$ cat src/rtl/tefh_pkg.sv
package tefh_pkg;

  localparam logic [63:0] FNV_BASIS = 64'hcbf29ce484222325;

  localparam int CNT_W        = 32;
  localparam int BYTES_W      = 480;
  localparam int BYTE_CNT_W   = 6;
  localparam int BEGIN_BYTES  = 8;
  localparam int EVENT_BYTES  = 60;

  localparam int QUEUE_DEPTH  = 2;
  localparam int QUEUE_PTR_W  = $clog2(QUEUE_DEPTH);
  localparam int QUEUE_CNT_W  = $clog2(QUEUE_DEPTH + 1);

  localparam logic FUNC_BEGIN = 1'b0;
  localparam logic FUNC_EVENT = 1'b1;

  localparam logic [2:0] OP_BEGIN      = 3'd0;
  localparam logic [2:0] OP_BEGIN_DONE = 3'd1;
  localparam logic [2:0] OP_EVENT      = 3'd2;
  localparam logic [2:0] OP_EVENT_LAST = 3'd3;
  localparam logic [2:0] OP_ERROR      = 3'd4;

  typedef struct packed {
    logic        func;
    logic [7:0]  kind;
    logic [63:0] tick_stamp;
    logic [63:0] sequence_req;
    logic [31:0] address;
    logic [15:0] pc_value;
    logic [15:0] sp_value;
    logic [63:0] reg_state;
    logic [7:0]  data_value;
    logic [7:0]  auxiliary;
    logic [7:0]  cycle_index;
    logic [7:0]  tstate_count;
  } in_t;

  typedef struct packed {
    logic [63:0] hash;
    logic        done_res;
    logic        error;
  } out_t;

  // byte 0 of the stream sits in the low bits
  typedef struct packed {
    logic [2:0]         op;
    logic [BYTES_W-1:0] bytes;
  } cmd_t;

  typedef struct packed {
    logic valid;
    logic ready;
  } hs_t;

  // one fnv-1a step; the prime is 2^40 + 0x1b3, so the product is a sum of shifts
  function automatic logic [63:0] fnv_fold(input logic [63:0] h, input logic [7:0] b);
    logic [63:0] x;
    x = h ^ {56'd0, b};
    return x + (x << 1) + (x << 4) + (x << 5) + (x << 7) + (x << 8) + (x << 40);
  endfunction

endpackage

$ cat src/rtl/trace_event_fnv1a_hasher.sv
// trace event fnv-1a hasher: 64-bit fingerprint over a run of trace events
// input channel (in_valid/in_ready/in_data): func 0 opens a run and folds in
// the event_count register as 8 bytes, func 1 folds in one event of 60 bytes
// output channel (out_valid/out_ready/out_data): hash with done_res at the end
// of a run (or at once for a zero count), error with hash 0 for an event that
// arrives with no open run; other transactions give no result
// cfg_we/cfg_data write event_count; it is sampled by the next begin
// a front end classifies each transaction and tracks the run, a two-entry
// queue holds the commands, and a back end folds one byte per cycle
// a begin or an event is loaded into the back end and then folded one byte
// at a time; the back end takes no new command until its last fold is done;
// an error goes straight to the output register; the result is registered
// on the last fold; the front accepts while the queue has space
// a stalled receiver holds the output register; the back end then waits on
// its final fold, the queue fills and in_ready drops
// reset clears the register, the run state, the queue and out_valid
module trace_event_fnv1a_hasher (
  input  logic           clk,
  input  logic           rst,
  input  logic           in_valid,
  output logic           in_ready,
  input  tefh_pkg::in_t  in_data,
  output logic           out_valid,
  input  logic           out_ready,
  output tefh_pkg::out_t out_data,
  input  logic           cfg_we,
  input  logic [31:0]    cfg_data
);
  import tefh_pkg::*;

  hs_t  push_hs;
  logic push_ready;
  cmd_t push_cmd;
  logic pop_valid;
  logic pop;
  cmd_t pop_cmd;

  tefh_front u_front (
    .clk        (clk),
    .rst        (rst),
    .in_valid   (in_valid),
    .in_ready   (in_ready),
    .in_data    (in_data),
    .cfg_we     (cfg_we),
    .cfg_data   (cfg_data),
    .push_hs    (push_hs),
    .push_ready (push_ready),
    .push_cmd   (push_cmd)
  );

  tefh_queue u_queue (
    .clk        (clk),
    .rst        (rst),
    .push_hs    (push_hs),
    .push_ready (push_ready),
    .push_cmd   (push_cmd),
    .pop_valid  (pop_valid),
    .pop        (pop),
    .pop_cmd    (pop_cmd)
  );

  tefh_back u_back (
    .clk       (clk),
    .rst       (rst),
    .cmd_valid (pop_valid),
    .pop       (pop),
    .cmd       (pop_cmd),
    .out_valid (out_valid),
    .out_ready (out_ready),
    .out_data  (out_data)
  );

endmodule

$ cat src/rtl/tefh_front.sv
module tefh_front (
  input  logic                   clk,
  input  logic                   rst,
  input  logic                   in_valid,
  output logic                   in_ready,
  input  tefh_pkg::in_t          in_data,
  input  logic                   cfg_we,
  input  logic [31:0]            cfg_data,
  output tefh_pkg::hs_t          push_hs,
  input  logic                   push_ready,
  output tefh_pkg::cmd_t         push_cmd
);
  import tefh_pkg::*;

  logic [CNT_W-1:0] event_count;
  logic [CNT_W-1:0] events_left;
  logic [CNT_W-1:0] events_left_next;
  logic             run_open;
  logic             run_open_next;
  logic             accept;

  assign in_ready      = push_ready;
  assign accept        = in_valid && push_ready;
  assign push_hs.valid = in_valid;
  assign push_hs.ready = push_ready;

  always_comb begin
    push_cmd         = '0;
    events_left_next = events_left;
    run_open_next    = run_open;
    if (in_data.func == FUNC_BEGIN) begin
      push_cmd.bytes   = {{(BYTES_W-CNT_W){1'b0}}, event_count};
      push_cmd.op      = (event_count == '0) ? OP_BEGIN_DONE : OP_BEGIN;
      events_left_next = event_count;
      run_open_next    = (event_count != '0);
    end else if (!run_open) begin
      push_cmd.op = OP_ERROR;
    end else begin
      push_cmd.bytes = {in_data.tstate_count, in_data.cycle_index, in_data.auxiliary,
                        in_data.data_value, in_data.reg_state,
                        48'd0, in_data.sp_value, 48'd0, in_data.pc_value,
                        32'd0, in_data.address, in_data.sequence_req,
                        in_data.tick_stamp, 56'd0, in_data.kind};
      events_left_next = events_left - 1'b1;
      if (events_left == CNT_W'(1)) begin
        push_cmd.op   = OP_EVENT_LAST;
        run_open_next = 1'b0;
      end else begin
        push_cmd.op = OP_EVENT;
      end
    end
  end

  always_ff @(posedge clk) begin
    if (rst) begin
      event_count <= '0;
      events_left <= '0;
      run_open    <= 1'b0;
    end else begin
      if (cfg_we) begin
        event_count <= cfg_data;
      end
      if (accept) begin
        events_left <= events_left_next;
        run_open    <= run_open_next;
      end
    end
  end

endmodule

$ cat src/rtl/tefh_queue.sv
module tefh_queue (
  input  logic           clk,
  input  logic           rst,
  input  tefh_pkg::hs_t  push_hs,
  output logic           push_ready,
  input  tefh_pkg::cmd_t push_cmd,
  output logic           pop_valid,
  input  logic           pop,
  output tefh_pkg::cmd_t pop_cmd
);
  import tefh_pkg::*;

  cmd_t                   entries [QUEUE_DEPTH];
  logic [QUEUE_PTR_W-1:0] wr_ptr;
  logic [QUEUE_PTR_W-1:0] rd_ptr;
  logic [QUEUE_CNT_W-1:0] count;
  logic                   do_push;
  logic                   do_pop;

  assign push_ready = (count != QUEUE_CNT_W'(QUEUE_DEPTH));
  assign pop_valid  = (count != '0);
  assign pop_cmd    = entries[rd_ptr];
  assign do_push    = push_hs.valid && push_hs.ready;
  assign do_pop     = pop && pop_valid;

  always_ff @(posedge clk) begin
    if (do_push) begin
      entries[wr_ptr] <= push_cmd;
    end
  end

  always_ff @(posedge clk) begin
    if (rst) begin
      wr_ptr <= '0;
      rd_ptr <= '0;
      count  <= '0;
    end else begin
      if (do_push) begin
        wr_ptr <= (wr_ptr == QUEUE_PTR_W'(QUEUE_DEPTH - 1)) ? '0 : wr_ptr + 1'b1;
      end
      if (do_pop) begin
        rd_ptr <= (rd_ptr == QUEUE_PTR_W'(QUEUE_DEPTH - 1)) ? '0 : rd_ptr + 1'b1;
      end
      if (do_push && !do_pop) begin
        count <= count + 1'b1;
      end else if (do_pop && !do_push) begin
        count <= count - 1'b1;
      end
    end
  end

endmodule

$ cat src/rtl/tefh_back.sv
module tefh_back (
  input  logic           clk,
  input  logic           rst,
  input  logic           cmd_valid,
  output logic           pop,
  input  tefh_pkg::cmd_t cmd,
  output logic           out_valid,
  input  logic           out_ready,
  output tefh_pkg::out_t out_data
);
  import tefh_pkg::*;

  logic                  busy;
  logic [2:0]            op;
  logic [BYTE_CNT_W-1:0] cnt;
  logic [BYTES_W-1:0]    shreg;
  logic [63:0]           hash;
  logic [63:0]           hash_next;
  logic                  out_free;
  logic                  emits;
  logic                  last;
  logic                  step;

  assign out_free  = !out_valid || out_ready;
  assign emits     = (op == OP_BEGIN_DONE) || (op == OP_EVENT_LAST);
  assign last      = (cnt == BYTE_CNT_W'(1));
  assign hash_next = fnv_fold(hash, shreg[7:0]);
  // the final fold waits until the output register can take the result
  assign step      = busy && (!last || !emits || out_free);
  assign pop       = cmd_valid && !busy && ((cmd.op != OP_ERROR) || out_free);

  always_ff @(posedge clk) begin
    if (pop && (cmd.op != OP_ERROR)) begin
      shreg <= cmd.bytes;
      op    <= cmd.op;
      cnt   <= ((cmd.op == OP_BEGIN) || (cmd.op == OP_BEGIN_DONE)) ?
               BYTE_CNT_W'(BEGIN_BYTES) : BYTE_CNT_W'(EVENT_BYTES);
    end else if (step) begin
      shreg <= shreg >> 8;
      cnt   <= cnt - 1'b1;
    end
    if (pop && ((cmd.op == OP_BEGIN) || (cmd.op == OP_BEGIN_DONE))) begin
      hash <= FNV_BASIS;
    end else if (step) begin
      hash <= hash_next;
    end
    if (pop && (cmd.op == OP_ERROR)) begin
      out_data <= '{hash: 64'd0, done_res: 1'b0, error: 1'b1};
    end else if (step && last && emits) begin
      out_data <= '{hash: hash_next, done_res: 1'b1, error: 1'b0};
    end
  end

  always_ff @(posedge clk) begin
    if (rst) begin
      busy      <= 1'b0;
      out_valid <= 1'b0;
    end else begin
      if (pop && (cmd.op != OP_ERROR)) begin
        busy <= 1'b1;
      end else if (step && last) begin
        busy <= 1'b0;
      end
      if ((pop && (cmd.op == OP_ERROR)) || (step && last && emits)) begin
        out_valid <= 1'b1;
      end else if (out_ready) begin
        out_valid <= 1'b0;
      end
    end
  end

endmodule

$ cat config.mk
export PLATFORM = sky130hd
export DESIGN_NAME = trace_event_fnv1a_hasher
export DESIGN_NICKNAME = d
export VERILOG_FILES = /design/src/rtl/tefh_pkg.sv /design/src/rtl/trace_event_fnv1a_hasher.sv /design/src/rtl/tefh_front.sv /design/src/rtl/tefh_queue.sv /design/src/rtl/tefh_back.sv
export SDC_FILE = /design/constraint.sdc
export NUM_CORES = 2
export LEC_CHECK = 0
export BUFFER_PORTS_ARGS = -buffer_cell sky130_fd_sc_hd__buf_4
export CAP_MARGIN = 20
export CORE_ASPECT_RATIO = 0.9
export CORE_MARGIN = 2
export CORE_UTILIZATION = 55
export DETAILED_ROUTE_END_ITERATION = 8
export PLACE_DENSITY_LB_ADDON = 0.05
export SETUP_SLACK_MARGIN = 0.2
export SYNTH_ARGS = -nofsm -noshare
export SYNTH_HDL_FRONTEND = slang
export SYNTH_SLANG_ARGS = --single-unit
$ cat constraint.sdc
create_clock -name clk -period 18.2 [get_ports clk]
set_clock_uncertainty 0.2 [all_clocks]
set_input_delay 3.64 -clock clk [delete_from_list [all_inputs] [get_ports clk]]
set_output_delay 3.64 -clock clk [all_outputs]
set_load 0.01 [all_outputs]
==> out/qor.yml <==
status:
  outcome: "finished clean"
placed_design:
  port_buffers: 401
  gp_congestion: 0.873
  place.detailed.hpwl_um: 94500
route:
  firstDrtPassIters: 6
  wl_per_cell_um: 20.6
  num_vias: 38031
  drc: 0
  antenna_left: 0
  routed_wl_um: 141000
  via_per_inst: 5.55
  first_iter_violations: 3310
timing:
  hold_viol: 0
  setup_tns_ns: 0
  period_minus_slack_ns: 7.86
  setup_viol: 0
  maxSlewViolCount: 0
  fmax_ghz: 0.127
  post-route-period-util_pct: 43.2
  rsz0062_at_grt: "false"
  max_slew.worst_pin.slew_ns: 1.09
  maxSlewHeadroom_pct: 27.5
yosys:
  ys_seq_elements: 1336
  synth.distinct_cells: 74
  yosys-top-cells-area: "edfxtp_1 (54%), fa_1 (7.7%), dfxtp_1 (6.5%), mux2i_1 (5.7%), nand2_1 (3.3%)"
  synthCells: 4960
  ys.flop_type: "edfxtp_1"
  synth_top_area_share_pct: 54.4
  synth_area_mm2: 0.0626
  yosys_warnings: 0
  synthTopCellsByCount: "edfxtp_1 (1,134), nand2_1 (557), o21ai_0 (397), inv_1 (396), mux2i_1 (355)"
  yosysTopAreaCell: "edfxtp_1"
  synth_nets: 5645
  syn_avg_cell_area_um2: 12.6
  yosysSeqAreaShare_pct: 60.9
  synth_edf_count: 1134
  synth.most_common_cell: "edfxtp_1"
  async_flop_share_pct: 0
grt:
  grt_pass1_wl_um: 215000
  grt_max_degree: 145
  grt_pass1_vias: 37094
  antenna_found_initial: 11
  grt_usage_pct: 24.0
  overflow: 0
finish:
  drive_above_1_share_pct: 12.5
  area_growth_pct: 13.5
  fin_nets: 5949
cts:
  clk_latency_ns: 0.73
  holdBufCountCts: 0
  clkTransAtPathRegs_ns: 0.05
  cts_made_buffers: 138
  clock_sinks: 1336
  cts_root_buf: "clkbuf_16"
  clk_path_buf_depth: 3
  cts_tree: "yes"
  cts_setup_buffers: 0
  cts_resized: 0
  htree_levels: 4
die:
  core_area_mm2: 0.113
  chipWidth_um: 360
  start_util_pct: 55.4
  rows: 117
  dieArea_mm2: 0.117
  ios: 402
  die_h_um: 324
run:
  cap_viol_max_count: 0
hold_path:
  hp-class: "reg -> reg"
worst_setup_path:
  required_ns: 18.33
  arrival_ns: 7.99
  endpoint_kind: "flip-flop"
  cp-start-kind: "primary input"
  crit_path_max_fanout: 82
  crit_type: "in -> reg"
cells by family (layout without fill, tap and decap cells):
family	count (synthesis)	after routing	share of synthesized area (%)
AND/OR/NAND/NOR	1368	1368	10.9
flip-flops	1336	1336	60.9
AO/OA/AOI/OAI	762	762	6.87
buffers and inverters	680	1088	4.28
multiplexers	359	359	5.75
adder cells (fa/ha/maj)	357	357	9.99
XOR/XNOR	98	98	1.37
other	0	3	0
worst max-delay path, stage by stage:
cell      delay [ns]
buf_4           0.07
nand2b_1        0.23
o21ai_4         0.08
buf_4           0.34
nand2_4         0.77
buf_4           0.80
buf_4           0.95
buf_4           0.88
flip-flops by register name, indices dropped and copies added, names as in the netlist, named ones only:
register / flops
u_back.shreg: 480
u_back.busy: 1
u_back.out_valid: 1
u_queue.count: 2
u_back.out_data: 66
u_front.event_count: 32
u_queue.wr_ptr: 1
u_back.hash: 64
u_front.run_open: 1
u_front.events_left: 32
u_back.cnt: 6
u_queue.entries: 646
u_back.op: 2
u_queue.rd_ptr: 1
stage by stage:
| step | utilization (%) | instance area [µm²] | setup slack [ns] | hold slack [ns] | instances |
|---|---|---|---|---|---|
| CTS | 62.9 | 71000 | 10.36 | 0.253 | 6854 |
| global placement | 59.1 | 66800 | 9.64 | 0.233 | 6610 |
| finish | 62.9 | 71100 | 10.34 | 0.250 | 6858 |
| floorplan | - | 62600 | 2.16 | 0.236 | 4960 |
| global route | 62.9 | 71100 | 10.0 | 0.275 | 6855 |
| detailed placement | 59.1 | 66800 | 9.58 | 0.243 | 6610 |
final timing paths:
check             cells past startpoint                            start  slack (ns)                               to
setup / recovery                      8                        out_ready       10.34      u_back.shreg[173]$_DFFE_PP_
hold reg to reg                       2  u_back.out_data[0]$_SDFFE_PP1P_        0.25  u_back.out_data[0]$_SDFFE_PP1P_
hold / removal                        2  u_back.out_data[0]$_SDFFE_PP1P_        0.25  u_back.out_data[0]$_SDFFE_PP1P_
setup reg to reg                     19        u_back.shreg[0]$_DFFE_PP_       11.72     u_back.hash[63]$_SDFFE_PP1P_
metal layers:
layer	up-vias	part of all wire [%]	track usage, %	wire, µm
li1	18068	-	-	-
met1	18905	45	34.1	63500
met2	876	48	39.2	67900
met3	168	4.9	3.49	6970
met4	14	2.0	6.34	2870
met5	-	0.067	0	94
placed cells by master, fill, tap and decap left out, types with 142 or more instances in the layout:
cell type / instances
o21ai_0: 397
dfxtp_1: 200
a21oi_1: 179
and3_1: 301
and2_1: 171
mux2i_1: 355
buf_4: 443
edfxtp_1: 1134
nor2_1: 142
nand2_1: 555
fa_1: 240
inv_1: 396
final cells by class:
| cell class | count | area [µm²] |
|---|---|---|
| sequential | 1336 | 38100 |
| inverter | 396 | 1490 |
| fill | 8885 | 41900 |
| antenna | 3 | 7.51 |
| multi-input combinational | 2944 | 21900 |
| clock inverter | 63 | 618 |
| timing repair buffer | 448 | 3420 |
| clock buffer | 181 | 3660 |
| tap | 1487 | 1860 |
Power is left out: the tool's default activity adds up to more than one toggle a clock period on the data nets, which glitch-free logic cannot reach.
